**src/hw/rtl/scm_pkg.sv**
```systemverilog
// ----------------------------------------------------------------------------
// scm_pkg
// shared constants, register codes and stage types of the stepped color map
// ----------------------------------------------------------------------------
package scm_pkg;

    localparam int SAMPLE_WIDTH = 16;
    localparam int MAX_STEPS    = 256;

    localparam int SW         = SAMPLE_WIDTH;
    localparam int COLOR_W    = 24;
    localparam int CHAN_W     = 8;
    localparam int NCHAN      = 3;
    localparam int STEP_CFG_W = 9;
    localparam int STEP_OUT_W = 8;
    localparam int CFG_DATA_W = (SW > COLOR_W) ? SW : COLOR_W;
    localparam int REG_IDX_W  = 3;

    // clamped step count and step index
    localparam int STW = $clog2(MAX_STEPS + 1);
    localparam int KW  = $clog2(MAX_STEPS);
    localparam int K2W = KW + 1;

    // position datapath
    localparam int DW      = SW + 1;
    localparam int BW      = SW + 1;
    localparam int DEN_W   = SW + 1;
    localparam int QW      = STW;
    localparam int NUM_W   = BW + STW;
    localparam int QBITS   = 3;
    localparam int QSTAGES = (QW + QBITS - 1) / QBITS;

    // channel datapath
    localparam int WSUM_W  = CHAN_W + KW;
    localparam int CBITS   = 4;
    localparam int CSTAGES = (CHAN_W + CBITS - 1) / CBITS;

    localparam logic [REG_IDX_W-1:0] REG_VALUE_LOW  = 3'd0;
    localparam logic [REG_IDX_W-1:0] REG_VALUE_MID  = 3'd1;
    localparam logic [REG_IDX_W-1:0] REG_VALUE_HIGH = 3'd2;
    localparam logic [REG_IDX_W-1:0] REG_COLOR_LOW  = 3'd3;
    localparam logic [REG_IDX_W-1:0] REG_COLOR_MID  = 3'd4;
    localparam logic [REG_IDX_W-1:0] REG_COLOR_HIGH = 3'd5;
    localparam logic [REG_IDX_W-1:0] REG_STEP_COUNT = 3'd6;

    localparam logic [SW-1:0]         VALUE_LOW_RST  = SW'(0);
    localparam logic [SW-1:0]         VALUE_MID_RST  = SW'(16384);
    localparam logic [SW-1:0]         VALUE_HIGH_RST = SW'(32767);
    localparam logic [COLOR_W-1:0]    COLOR_LOW_RST  = 24'h0000FF;
    localparam logic [COLOR_W-1:0]    COLOR_MID_RST  = 24'h00FF00;
    localparam logic [COLOR_W-1:0]    COLOR_HIGH_RST = 24'hFF0000;
    localparam logic [STEP_CFG_W-1:0] STEP_COUNT_RST = 9'd16;

    typedef struct packed {
        logic signed [SW-1:0] value_low;
        logic signed [SW-1:0] value_mid;
        logic signed [SW-1:0] value_high;
        logic [COLOR_W-1:0]   color_low;
        logic [COLOR_W-1:0]   color_mid;
        logic [COLOR_W-1:0]   color_high;
        logic [STW-1:0]       steps;
        logic [KW-1:0]        steps_m1;
    } cfg_t;

    typedef struct packed {
        logic             valid;
        logic [NUM_W-1:0] num;
        logic [DEN_W-1:0] den;
    } pos_t;

    typedef struct packed {
        logic          valid;
        logic [QW-1:0] quo;
    } quo_t;

endpackage

```
**src/hw/rtl/scm_cfg.sv**
```systemverilog
// ----------------------------------------------------------------------------
// scm_cfg
// configuration register file with clamped step count
// ----------------------------------------------------------------------------
module scm_cfg (
    input  logic                            clk,
    input  logic                            rst_n,
    input  logic                            wr_en,
    input  logic [scm_pkg::REG_IDX_W-1:0]   wr_index,
    input  logic [scm_pkg::CFG_DATA_W-1:0]  wr_data,
    output scm_pkg::cfg_t                   cfg
);
    import scm_pkg::*;

    logic [SW-1:0]         value_low_reg;
    logic [SW-1:0]         value_mid_reg;
    logic [SW-1:0]         value_high_reg;
    logic [COLOR_W-1:0]    color_low_reg;
    logic [COLOR_W-1:0]    color_mid_reg;
    logic [COLOR_W-1:0]    color_high_reg;
    logic [STEP_CFG_W-1:0] step_count_reg;
    logic [STW-1:0]        steps;

    always_ff @(posedge clk or negedge rst_n)
    begin
        if (!rst_n)
        begin
            value_low_reg  <= VALUE_LOW_RST;
            value_mid_reg  <= VALUE_MID_RST;
            value_high_reg <= VALUE_HIGH_RST;
            color_low_reg  <= COLOR_LOW_RST;
            color_mid_reg  <= COLOR_MID_RST;
            color_high_reg <= COLOR_HIGH_RST;
            step_count_reg <= STEP_COUNT_RST;
        end
        else if (wr_en)
        begin
            unique case (wr_index)
                REG_VALUE_LOW:  value_low_reg  <= wr_data[SW-1:0];
                REG_VALUE_MID:  value_mid_reg  <= wr_data[SW-1:0];
                REG_VALUE_HIGH: value_high_reg <= wr_data[SW-1:0];
                REG_COLOR_LOW:  color_low_reg  <= wr_data[COLOR_W-1:0];
                REG_COLOR_MID:  color_mid_reg  <= wr_data[COLOR_W-1:0];
                REG_COLOR_HIGH: color_high_reg <= wr_data[COLOR_W-1:0];
                REG_STEP_COUNT: step_count_reg <= wr_data[STEP_CFG_W-1:0];
                default:
                begin
                end
            endcase
        end
    end

    always_comb
    begin
        if (step_count_reg < STEP_CFG_W'(2))
            steps = STW'(2);
        else if (32'(step_count_reg) > MAX_STEPS)
            steps = STW'(MAX_STEPS);
        else
            steps = STW'(step_count_reg);
    end

    always_comb
    begin
        cfg.value_low  = $signed(value_low_reg);
        cfg.value_mid  = $signed(value_mid_reg);
        cfg.value_high = $signed(value_high_reg);
        cfg.color_low  = color_low_reg;
        cfg.color_mid  = color_mid_reg;
        cfg.color_high = color_high_reg;
        cfg.steps      = steps;
        cfg.steps_m1   = KW'(steps - STW'(1));
    end

endmodule

```
**src/hw/rtl/scm_pos.sv**
```systemverilog
// ----------------------------------------------------------------------------
// scm_pos
// clamp, segment select and scaled position, four register stages
// ----------------------------------------------------------------------------
module scm_pos (
    input  logic                         clk,
    input  logic                         rst_n,
    input  logic                         in_valid,
    input  logic signed [scm_pkg::SW-1:0] sample,
    input  scm_pkg::cfg_t                cfg,
    output scm_pkg::pos_t                pos
);
    import scm_pkg::*;

    logic signed [SW-1:0] x_clamp;
    logic                 v1_reg;
    logic signed [SW-1:0] x1_reg;

    logic                 seg;
    logic signed [SW-1:0] seg_a;
    logic signed [SW-1:0] seg_b;
    logic                 v2_reg;
    logic                 seg2_reg;
    logic signed [DW-1:0] d2_reg;
    logic signed [DW-1:0] n2_reg;

    logic [SW-1:0]        d_sat;
    logic [SW-1:0]        n_sat;
    logic [BW-1:0]        base;
    logic                 v3_reg;
    logic [BW-1:0]        base3_reg;
    logic [DEN_W-1:0]     den3_reg;

    logic                 v4_reg;
    logic [NUM_W-1:0]     num4_reg;
    logic [DEN_W-1:0]     den4_reg;

    // clamp to [low, high]; when unordered, a sample below low gives low, any other high
    always_comb
    begin
        if (sample < cfg.value_low)
            x_clamp = cfg.value_low;
        else if (cfg.value_high < sample)
            x_clamp = cfg.value_high;
        else
            x_clamp = sample;
    end

    // segment endpoints
    always_comb
    begin
        seg   = !(x1_reg < cfg.value_mid);
        seg_a = seg ? cfg.value_mid : cfg.value_low;
        seg_b = seg ? cfg.value_high : cfg.value_mid;
    end

    // empty segment and fraction saturation
    always_comb
    begin
        if (d2_reg[DW-1] || (d2_reg == '0))
        begin
            d_sat = SW'(1);
            n_sat = '0;
        end
        else
        begin
            d_sat = d2_reg[SW-1:0];
            if (n2_reg[DW-1])
                n_sat = '0;
            else if (n2_reg > d2_reg)
                n_sat = d2_reg[SW-1:0];
            else
                n_sat = n2_reg[SW-1:0];
        end
        base = seg2_reg ? (BW'(d_sat) + BW'(n_sat)) : BW'(n_sat);
    end

    always_ff @(posedge clk or negedge rst_n)
    begin
        if (!rst_n)
        begin
            v1_reg <= 1'b0;
            v2_reg <= 1'b0;
            v3_reg <= 1'b0;
            v4_reg <= 1'b0;
        end
        else
        begin
            v1_reg <= in_valid;
            v2_reg <= v1_reg;
            v3_reg <= v2_reg;
            v4_reg <= v3_reg;
        end
    end

    always_ff @(posedge clk)
    begin
        x1_reg    <= x_clamp;
        seg2_reg  <= seg;
        d2_reg    <= $signed({seg_b[SW-1], seg_b}) - $signed({seg_a[SW-1], seg_a});
        n2_reg    <= $signed({x1_reg[SW-1], x1_reg}) - $signed({seg_a[SW-1], seg_a});
        base3_reg <= base;
        den3_reg  <= {d_sat, 1'b0};
        num4_reg  <= NUM_W'(base3_reg) * NUM_W'(cfg.steps);
        den4_reg  <= den3_reg;
    end

    always_comb
    begin
        pos.valid = v4_reg;
        pos.num   = num4_reg;
        pos.den   = den4_reg;
    end

endmodule

```
**src/hw/rtl/scm_qdiv.sv**
```systemverilog
// ----------------------------------------------------------------------------
// scm_qdiv
// pipelined restoring divider giving the raw step index
// ----------------------------------------------------------------------------
module scm_qdiv (
    input  logic          clk,
    input  logic          rst_n,
    input  scm_pkg::pos_t pos,
    output scm_pkg::quo_t quo
);
    import scm_pkg::*;

    logic             v_reg    [QSTAGES];
    logic [NUM_W-1:0] rem_reg  [QSTAGES];
    logic [DEN_W-1:0] den_reg  [QSTAGES];
    logic [QW-1:0]    quo_reg  [QSTAGES];

    logic             v_next   [QSTAGES];
    logic [NUM_W-1:0] rem_next [QSTAGES];
    logic [DEN_W-1:0] den_next [QSTAGES];
    logic [QW-1:0]    quo_next [QSTAGES];

    always_comb
    begin
        logic [NUM_W-1:0] rem;
        logic [NUM_W-1:0] trial;
        logic [QW-1:0]    q;
        logic [DEN_W-1:0] den;
        for (int s = 0; s < QSTAGES; s++)
        begin
            if (s == 0)
            begin
                v_next[s] = pos.valid;
                rem       = pos.num;
                den       = pos.den;
                q         = '0;
            end
            else
            begin
                v_next[s] = v_reg[s-1];
                rem       = rem_reg[s-1];
                den       = den_reg[s-1];
                q         = quo_reg[s-1];
            end
            // quotient bits from the top, three per stage
            for (int i = 0; i < QBITS; i++)
            begin
                if (s * QBITS + i < QW)
                begin
                    trial = NUM_W'(den) << (QW - 1 - s * QBITS - i);
                    if (rem >= trial)
                    begin
                        rem = rem - trial;
                        q   = {q[QW-2:0], 1'b1};
                    end
                    else
                    begin
                        q = {q[QW-2:0], 1'b0};
                    end
                end
            end
            rem_next[s] = rem;
            den_next[s] = den;
            quo_next[s] = q;
        end
    end

    always_ff @(posedge clk or negedge rst_n)
    begin
        if (!rst_n)
        begin
            for (int s = 0; s < QSTAGES; s++)
                v_reg[s] <= 1'b0;
        end
        else
        begin
            for (int s = 0; s < QSTAGES; s++)
                v_reg[s] <= v_next[s];
        end
    end

    always_ff @(posedge clk)
    begin
        for (int s = 0; s < QSTAGES; s++)
        begin
            rem_reg[s] <= rem_next[s];
            den_reg[s] <= den_next[s];
            quo_reg[s] <= quo_next[s];
        end
    end

    always_comb
    begin
        quo.valid = v_reg[QSTAGES-1];
        quo.quo   = quo_reg[QSTAGES-1];
    end

endmodule

```
**src/hw/rtl/scm_blend.sv**
```systemverilog
// ----------------------------------------------------------------------------
// scm_blend
// step index clamp, blend weights, channel sums and pipelined channel divide
// ----------------------------------------------------------------------------
module scm_blend (
    input  logic                            clk,
    input  logic                            rst_n,
    input  scm_pkg::quo_t                   quo,
    input  scm_pkg::cfg_t                   cfg,
    output logic                            done,
    output logic [scm_pkg::CHAN_W-1:0]      red,
    output logic [scm_pkg::CHAN_W-1:0]      green,
    output logic [scm_pkg::CHAN_W-1:0]      blue,
    output logic [scm_pkg::STEP_OUT_W-1:0]  step_index
);
    import scm_pkg::*;

    logic [KW-1:0]     k_a;
    logic [K2W-1:0]    k2;
    logic [K2W-1:0]    s1x;
    logic              upper;
    logic [KW-1:0]     w1;
    logic              va_reg;
    logic [KW-1:0]     ka_reg;
    logic              upper_a_reg;
    logic [KW-1:0]     w0_a_reg;
    logic [KW-1:0]     w1_a_reg;

    logic [COLOR_W-1:0] c0;
    logic [COLOR_W-1:0] c1;
    logic [WSUM_W-1:0]  sum_b_next [NCHAN];
    logic               vb_reg;
    logic [KW-1:0]      kb_reg;
    logic [WSUM_W-1:0]  sum_b_reg  [NCHAN];

    logic               cv_reg    [CSTAGES];
    logic [KW-1:0]      ck_reg    [CSTAGES];
    logic [WSUM_W-1:0]  crem_reg  [CSTAGES][NCHAN];
    logic [CHAN_W-1:0]  cquo_reg  [CSTAGES][NCHAN];
    logic               cv_next   [CSTAGES];
    logic [KW-1:0]      ck_next   [CSTAGES];
    logic [WSUM_W-1:0]  crem_next [CSTAGES][NCHAN];
    logic [CHAN_W-1:0]  cquo_next [CSTAGES][NCHAN];

    // step index clamp and blend weights
    always_comb
    begin
        k_a = (quo.quo > QW'(cfg.steps_m1)) ? cfg.steps_m1 : KW'(quo.quo);
        k2  = {k_a, 1'b0};
        s1x = K2W'(cfg.steps_m1);
        if (k2 < s1x)
        begin
            upper = 1'b0;
            w1    = KW'(k2);
        end
        else
        begin
            upper = 1'b1;
            w1    = KW'(k2 - s1x);
        end
    end

    // weighted channel sums
    always_comb
    begin
        c0 = upper_a_reg ? cfg.color_mid : cfg.color_low;
        c1 = upper_a_reg ? cfg.color_high : cfg.color_mid;
        for (int ch = 0; ch < NCHAN; ch++)
        begin
            sum_b_next[ch] =
                WSUM_W'(c0[(NCHAN - 1 - ch) * CHAN_W +: CHAN_W]) * WSUM_W'(w0_a_reg) +
                WSUM_W'(c1[(NCHAN - 1 - ch) * CHAN_W +: CHAN_W]) * WSUM_W'(w1_a_reg);
        end
    end

    // divide each sum by steps minus one, four quotient bits per stage
    always_comb
    begin
        logic [WSUM_W-1:0] rem;
        logic [WSUM_W-1:0] trial;
        logic [CHAN_W-1:0] q;
        for (int s = 0; s < CSTAGES; s++)
        begin
            if (s == 0)
            begin
                cv_next[s] = vb_reg;
                ck_next[s] = kb_reg;
            end
            else
            begin
                cv_next[s] = cv_reg[s-1];
                ck_next[s] = ck_reg[s-1];
            end
            for (int ch = 0; ch < NCHAN; ch++)
            begin
                if (s == 0)
                begin
                    rem = sum_b_reg[ch];
                    q   = '0;
                end
                else
                begin
                    rem = crem_reg[s-1][ch];
                    q   = cquo_reg[s-1][ch];
                end
                for (int i = 0; i < CBITS; i++)
                begin
                    if (s * CBITS + i < CHAN_W)
                    begin
                        trial = WSUM_W'(cfg.steps_m1) << (CHAN_W - 1 - s * CBITS - i);
                        if (rem >= trial)
                        begin
                            rem = rem - trial;
                            q   = {q[CHAN_W-2:0], 1'b1};
                        end
                        else
                        begin
                            q = {q[CHAN_W-2:0], 1'b0};
                        end
                    end
                end
                crem_next[s][ch] = rem;
                cquo_next[s][ch] = q;
            end
        end
    end

    always_ff @(posedge clk or negedge rst_n)
    begin
        if (!rst_n)
        begin
            va_reg <= 1'b0;
            vb_reg <= 1'b0;
            for (int s = 0; s < CSTAGES; s++)
                cv_reg[s] <= 1'b0;
        end
        else
        begin
            va_reg <= quo.valid;
            vb_reg <= va_reg;
            for (int s = 0; s < CSTAGES; s++)
                cv_reg[s] <= cv_next[s];
        end
    end

    always_ff @(posedge clk)
    begin
        ka_reg      <= k_a;
        upper_a_reg <= upper;
        w1_a_reg    <= w1;
        w0_a_reg    <= cfg.steps_m1 - w1;
        kb_reg      <= ka_reg;
        for (int ch = 0; ch < NCHAN; ch++)
            sum_b_reg[ch] <= sum_b_next[ch];
        for (int s = 0; s < CSTAGES; s++)
        begin
            ck_reg[s] <= ck_next[s];
            for (int ch = 0; ch < NCHAN; ch++)
            begin
                crem_reg[s][ch] <= crem_next[s][ch];
                cquo_reg[s][ch] <= cquo_next[s][ch];
            end
        end
    end

    assign done       = cv_reg[CSTAGES-1];
    assign red        = cquo_reg[CSTAGES-1][0];
    assign green      = cquo_reg[CSTAGES-1][1];
    assign blue       = cquo_reg[CSTAGES-1][2];
    assign step_index = STEP_OUT_W'(ck_reg[CSTAGES-1]);

endmodule

```
**src/hw/rtl/stepped_three_color_map.sv**
```systemverilog
// ----------------------------------------------------------------------------
// stepped_three_color_map
// stepped three-point diverging color map, one sample word per clock
// ----------------------------------------------------------------------------
// usage
//   input: a sample word is taken at each rising edge with start high; busy
//   is always low, so a new sample may be given in every cycle
//   output: done is high for one cycle with red, green, blue and step_index;
//   the receiver takes the word in that cycle and cannot hold it off
//   pipeline: the word passes four position stages, three divider stages for
//   the step index, the weight and sum stages and two channel divider stages
//   before done is raised
//   throughput: one word per clock, set by the fully pipelined dividers
//   configuration: wr_en, wr_index and wr_data write one register per edge;
//   write only while no sample is in flight
//   reset: rst_n clears the pipeline valid bits and loads the register
//   defaults; results of words in flight at reset are dropped
// ----------------------------------------------------------------------------
module stepped_three_color_map (
    input  logic                            clk,
    input  logic                            rst_n,
    input  logic                            start,
    output logic                            busy,
    input  logic signed [scm_pkg::SW-1:0]   sample,
    input  logic                            wr_en,
    input  logic [scm_pkg::REG_IDX_W-1:0]   wr_index,
    input  logic [scm_pkg::CFG_DATA_W-1:0]  wr_data,
    output logic                            done,
    output logic [scm_pkg::CHAN_W-1:0]      red,
    output logic [scm_pkg::CHAN_W-1:0]      green,
    output logic [scm_pkg::CHAN_W-1:0]      blue,
    output logic [scm_pkg::STEP_OUT_W-1:0]  step_index
);
    import scm_pkg::*;

    cfg_t cfg;
    pos_t pos;
    quo_t quo;
    logic in_valid;

    assign busy     = 1'b0;
    assign in_valid = start & ~busy;

    scm_cfg u_cfg (
        .clk      (clk),
        .rst_n    (rst_n),
        .wr_en    (wr_en),
        .wr_index (wr_index),
        .wr_data  (wr_data),
        .cfg      (cfg)
    );

    scm_pos u_pos (
        .clk      (clk),
        .rst_n    (rst_n),
        .in_valid (in_valid),
        .sample   (sample),
        .cfg      (cfg),
        .pos      (pos)
    );

    scm_qdiv u_qdiv (
        .clk   (clk),
        .rst_n (rst_n),
        .pos   (pos),
        .quo   (quo)
    );

    scm_blend u_blend (
        .clk        (clk),
        .rst_n      (rst_n),
        .quo        (quo),
        .cfg        (cfg),
        .done       (done),
        .red        (red),
        .green      (green),
        .blue       (blue),
        .step_index (step_index)
    );

endmodule

```
**config.mk**
```make
export PLATFORM = sky130hd
export DESIGN_NAME = stepped_three_color_map
export DESIGN_NICKNAME = d
export VERILOG_FILES = /design/src/hw/rtl/scm_pkg.sv /design/src/hw/rtl/scm_cfg.sv /design/src/hw/rtl/scm_pos.sv /design/src/hw/rtl/scm_qdiv.sv /design/src/hw/rtl/scm_blend.sv /design/src/hw/rtl/stepped_three_color_map.sv
export SDC_FILE = /design/constraint.sdc
export NUM_CORES = 2
export LEC_CHECK = 0
export ABC_AREA = 1
export BUFFER_PORTS_ARGS = -buffer_cell sky130_fd_sc_hd__buf_4
export CORE_ASPECT_RATIO = 0.6
export CORE_MARGIN = 1.5
export CORE_UTILIZATION = 45
export CTS_CLUSTER_SIZE = 20
export DETAILED_ROUTE_END_ITERATION = 8
export SLEW_MARGIN = 20
export SYNTH_ARGS = -nofsm -noshare
export SYNTH_HDL_FRONTEND = slang
export SYNTH_SLANG_ARGS = --single-unit
```
**constraint.sdc**
```tcl
create_clock -name clk -period 9.9 [get_ports clk]
set_input_delay 1.485 -clock clk [delete_from_list [all_inputs] [get_ports clk]]
set_output_delay 1.485 -clock clk [all_outputs]
set_load 0.02 [all_outputs]
```
# Yosys cells after proc, flatten, opt, wreduce, memory -nomap -nowiden
# Memory sizes are Yosys's and may differ from the RTL's.
# Index checks and enable logic that the tools add are counted.
# op_classes
add_sub_neg,42
n_mul,7
div_mod_pow,0
n_lt_le_gt_ge,41
eq_ne,6
shifts,0
mux,82
bitwise_logic,0
n_reduce_logical,11
# ops
op,n
16-bit 2-to-1 mux,33
26-bit 2-to-1 mux,9
8-bit by 8-bit multiplier with 16-bit output,6
16-bit adder,3
16-bit by 10-bit >= comparator with 1-bit output,3
16-bit by 11-bit >= comparator with 1-bit output,3
16-bit by 12-bit >= comparator with 1-bit output,3
16-bit by 13-bit >= comparator with 1-bit output,3
16-bit by 14-bit >= comparator with 1-bit output,3
16-bit by 15-bit >= comparator with 1-bit output,3
16-bit by 8-bit >= comparator with 1-bit output,3
16-bit by 9-bit >= comparator with 1-bit output,3
16-bit < comparator,3
24-bit 2-to-1 mux,2
16-bit by 10-bit subtractor with 16-bit output,3
16-bit by 11-bit subtractor with 16-bit output,3
16-bit by 12-bit subtractor with 16-bit output,3
16-bit by 13-bit subtractor with 16-bit output,3
16-bit by 14-bit subtractor with 16-bit output,3
16-bit by 15-bit subtractor with 16-bit output,3
16-bit by 8-bit subtractor with 16-bit output,3
16-bit by 9-bit subtractor with 16-bit output,3
1-bit 2-to-1 mux,34
16-bit by 16-bit subtractor with 17-bit output,2
37 further kinds,49
# word_totals
ff_bits,299
latch_bits,0
mem_bits_rw,364
rom_bits,0
inputBits,47
output_inout_bits,34
word_cells,228
mem_count,7
# mem_list
memory,words,word_bits,rd,rd_clocked_by_memory_dff,write_ports,line_no,rtl
u_blend.crem_reg,2,48,1,0,2,scm_blend.sv:38,logic [WSUM_W-1:0] crem_reg [CSTAGES][NCHAN];
u_qdiv.rem_reg,3,26,2,0,3,scm_qdiv.sv:14,logic [NUM_W-1:0] rem_reg [QSTAGES];
u_qdiv.den_reg,3,17,2,0,3,scm_qdiv.sv:15,logic [DEN_W-1:0] den_reg [QSTAGES];
u_blend.cquo_reg,2,24,2,0,2,scm_blend.sv:39,logic [CHAN_W-1:0] cquo_reg [CSTAGES][NCHAN];
u_blend.sum_b_reg,3,16,3,0,3,scm_blend.sv:34,logic [WSUM_W-1:0] sum_b_reg [NCHAN];
u_qdiv.quo_reg,3,9,3,0,3,scm_qdiv.sv:16,logic [QW-1:0] quo_reg [QSTAGES];
1 more memories,-,-,-,-,-,-,

# Depth between registers and ports, before layout
# logic_depth
depth_word,12
mapped_depth,63
mapped_depth_nobuf,60

# By module
# From an unflattened synthesis, not the netlist that was laid out.
# unflattened
hier_cells,8532
hier_area_um2,61221.2
# modules_own_cells
module,instances,cells_each,area_each_um2,seq_area_each_um2
scm_blend,1,4145,30191.5,3723.6
scm_pos,1,1807,13146.4,2622.5
scm_qdiv,1,2063,12773.5,2157.1
scm_cfg,1,515,5098.6,3279.4
stepped_three_color_map,1,2,11.3,0.0

# Worst setup path before layout
# No wires, ideal clock.
# synth_timing
path_type,register to register
startpoint,register u_cfg.step_count_reg[3]
endpoint,memory u_blend.crem_reg[0][25] (netlist name)
setup_time_ps,112
arrival_ps,10779
t_required_ps,9788
setup_slack_ps,-991
path_stages_with_launch,54
path_buffers,2
period_less_slack_ps,10891
cell_sequence,dfrtp_1 > nor4_1 > a21oi_1 > inv_1 > nand3_1 > ha_1 > xnor2_1 > ha_1 > a21oi_1 > o21ai_0 > nand2_1 > nand3b_1 > nand3_2 > nand3_2 > buf_1 > o21ai_0 > inv_1 > fa_1 > [... 18 more ...] > nand3_1 > nor2_2 > nand2_2 > inv_1 > o21ai_0 > ha_1 > nand2_1 > nor2_1 > a211oi_1 > nor2_1 > a211o_1 > a221oi_1 > nand3_1 > nor2_4 > nand2_1 > buf_2 > nand2_1 > nand2_1
# synth_rtl
element,line_no,rtl
start: declaration,scm_cfg.sv:21,logic [STEP_CFG_W-1:0] step_count_reg;
start signal: assignment,scm_cfg.sv:45,REG_STEP_COUNT: step_count_reg <= wr_data[STEP_CFG_W-1:0];
end: declaration,scm_blend.sv:38,

==> metrics.cfg <==
[outcome]
status=finished clean

[timing]
setup_viol_count_final=0
tns_ns=0
clock.fmax_mhz=108
final.period_utilization=0.938
slew_viol_final=0
maxSlewHeadroom=0.160
hold_viol=0
tightest_slew_ns=1.25
period_minus_slack_ns=9.29
clock_skew_ns=0.0408

[floorplan]
fp-row-count=100
ios=81
die_x_um=459
core_area_um2=124000
die_y_um=276
die_area_um2=127000
initial_core_util=0.453

[routing]
antenna_left=0
drc=0
drtIter0Drc=4257
first_pass_iters=6
wl_per_cell_um=17.9
via_count=48800
via_per_inst=5.26
wl_mm=166

[global_route]
grt_pass1_wl_mm=262
overflow=0
grt_max_degree=73
antenna_found_initial=8
grt_pass1_vias=45900
grt.total_usage=0.260

[setup_path]
cp-startpoint=u_cfg.step_count_reg[7]$_DFFE_PN0P_
ff2ff_path_depth=55
cp_max_fo=14
cp-endpoint=u_blend.crem_reg[0][22]$_DFF_P_
crit_path_frequent_cell=nand2_1
r2r_setup_slack_ns=0.61
critPathCaptureType=flip-flop
r2r_end=u_blend.crem_reg[0][22]$_DFF_P_
max_stage_delay_ns=0.45
slowest_stage=fa_1
r2r_start=u_cfg.step_count_reg[7]$_DFFE_PN0P_
crit_type=reg2reg
worstPathRequired_ns=10.51
start_kind=flip-flop
cp.arrival_ns=9.90

[cells_and_area]
drive_gt1_frac=0.0696
largest_register_ff_count=52
final_cell_count_no_fill=9278
finish.net_count=8763
fillers=12200
fin_util=0.496
area_growth_pct=9.58

[clocking]
numCtsBuffers=58
clock-sinks=549
clk_pin_slew_ns=0.07
cts_tree=done
ctsRootBufferMaster=clkbuf_16
htreeDepth=2
clock_latency_ns=0.69
ctsLongestPathBuffers=3

[place]
portBuffers=79
hpwlAfterDp_mm=135
dp.cells=9120
gpl.final_weighted_congestion=0.933

[yosys]
async_flop_share=0.255
synth_edf_count=0
synth_top_area_frac=0.154
syn_area_um2=56100
ys_seq_area_frac=0.209
syn_inst=7476
synth.distinct_cells=70
synthTopCellsByArea=ha_1 15%, fa_1 15%, dfxtp_1 15%, nand2_1 10%, inv_1 8.3%
syn_nets=8641
syn_area_per_cell_um2=7.50
ys_ff_latch=549
yosys_warnings=0
synth_top_cell_by_area=ha_1
synth_flop_cell=dfxtp_1

[run]
cap_violations=0

[hold_path]
hold_path_class=reg2reg

==> how the worst min path moves through the flow <==
stage | startpoint | end | slack, ns | depth (start not counted)
2_1_floorplan | u_blend.kb_reg[0]$_DFF_P_ | u_blend.ck_reg[0][0]$_DFF_P_ | 0.31 | 0
3_3_place_gp | u_blend.kb_reg[6]$_DFF_P_ | u_blend.ck_reg[0][6]$_DFF_P_ | 0.31 | 0
3_5_place_dp | u_blend.cquo_reg[0][0]$_DFF_P_ | u_blend.cquo_reg[1][4]$_DFF_P_ | 0.31 | 0
4_1_cts | u_qdiv.quo_reg[0][11]$_DFF_P_ | u_qdiv.quo_reg[0][23]$_DFF_P_ | 0.33 | 0
5_1_grt | u_blend.ka_reg[4]$_DFF_P_ | u_blend.kb_reg[4]$_DFF_P_ | 0.32 | 0
6_report | u_pos.den3_reg[9]$_DFF_P_ | u_pos.den4_reg[9]$_DFF_P_ | 0.33 | 0
==> layout make-up <==
class | count | area (um^2) | area share
clock buffer | 75 | 1620 | 0.0263
sequential | 549 | 11700 | 0.191
clock inverter | 32 | 307 | 0.00499
timing repair inverter | 1 | 5.00 | 0.0000814
inverter | 1259 | 4750 | 0.0773
tap | 1632 | 2040 | 0.0332
antenna | 1 | 2.50 | 0.0000407
timing repair buffer | 212 | 1650 | 0.0269
multi-input combinational | 5517 | 39300 | 0.640
==> layout by cell type, fill, tap and decap left out, types with 20 or more instances in the layout <==
cell	n
xnor2_1	142
nand2_1	1519
ha_1	687
or2_2	23
fa_1	427
nor4_1	26
clkbuf_16	59
a21oi_1	448
inv_1	1232
nor3_1	44
dfrtp_1	97
nand3b_1	20
a21o_1	31
buf_4	205
dfxtp_1	408
nor2_1	631
nand3_1	250
a31oi_1	21
dfstp_2	41
o211ai_1	27
nand4_1	99
xor2_1	227
nand2_2	27
o21ai_0	567
o21ai_1	76
o21bai_1	40
==> metrics by stage <==
step / cell area (um^2) / setup slack, ns / hold slack, ns
2_1_floorplan: 56100 / 0.0231 / 0.310
3_3_place_gp: 58800 / -0.156 / 0.311
3_5_place_dp: 58800 / -0.304 / 0.312
4_1_cts: 60800 / 0.00952 / 0.327
5_1_grt: 61500 / -0.0856 / 0.325
6_report: 61500 / 0.613 / 0.326
==> what timing repair did <==
item,CTS,global route
gates resized for setup,11,101
setup endpoints to repair,38,53
setup buffers,0,46
pin swaps,2,29
cloned,0,4
endpoints found under the hold margin,0,0
hold buffers,0,0
==> critical path: cells and delay by family, from the launching register on <==
family	cells	cell delay [ns]
AO/OA/AOI/OAI	15	2.79
XOR/XNOR	1	0.31
adder cells (fa/ha/maj)	5	1.70
buffers and inverters	7	0.73
flip-flops	1	0.42
AND/OR/NAND/NOR	27	3.19
==> logic make-up after synthesis <==
family	after synthesis	share of synthesized area
AND/OR/NAND/NOR	2714	0.203
buffers and inverters	1413	0.0959
AO/OA/AOI/OAI	1302	0.126
adder cells (fa/ha/maj)	1118	0.307
flip-flops	549	0.209
XOR/XNOR	375	0.0587
multiplexers	3	0.000580
other	2	0.000134
==> layer usage <==
metal | track usage | vias to the layer above | wire, um
met5 | 0 | - | 12
met4 | 0.0405 | 2 | 2420
met2 | 0.340 | 1692 | 60900
li1 | - | 24200 | -
met1 | 0.427 | 22800 | 87200
met3 | 0.0562 | 145 | 15400
==> cell usage after synthesis (27+ instances only) <==
cell type  instances
inv_1           1238
o21ai_1           47
dfxtp_1          409
clkbuf_1         111
dfrtp_1           99
a21o_1            31
fa_1             427
nor4_1            28
ha_1             691
nor3_1            45
nand2_1         1527
xnor2_1          144
o211ai_1          27
a21oi_1          453
o21ai_0          604
xor2_1           230
nand3_1          252
nor2_1           634
o21bai_1          40
nand4_1           99
dfstp_2           41
Power is not shown: default switching activity piles up to over one toggle a cycle in this logic, so the estimate is an artifact.
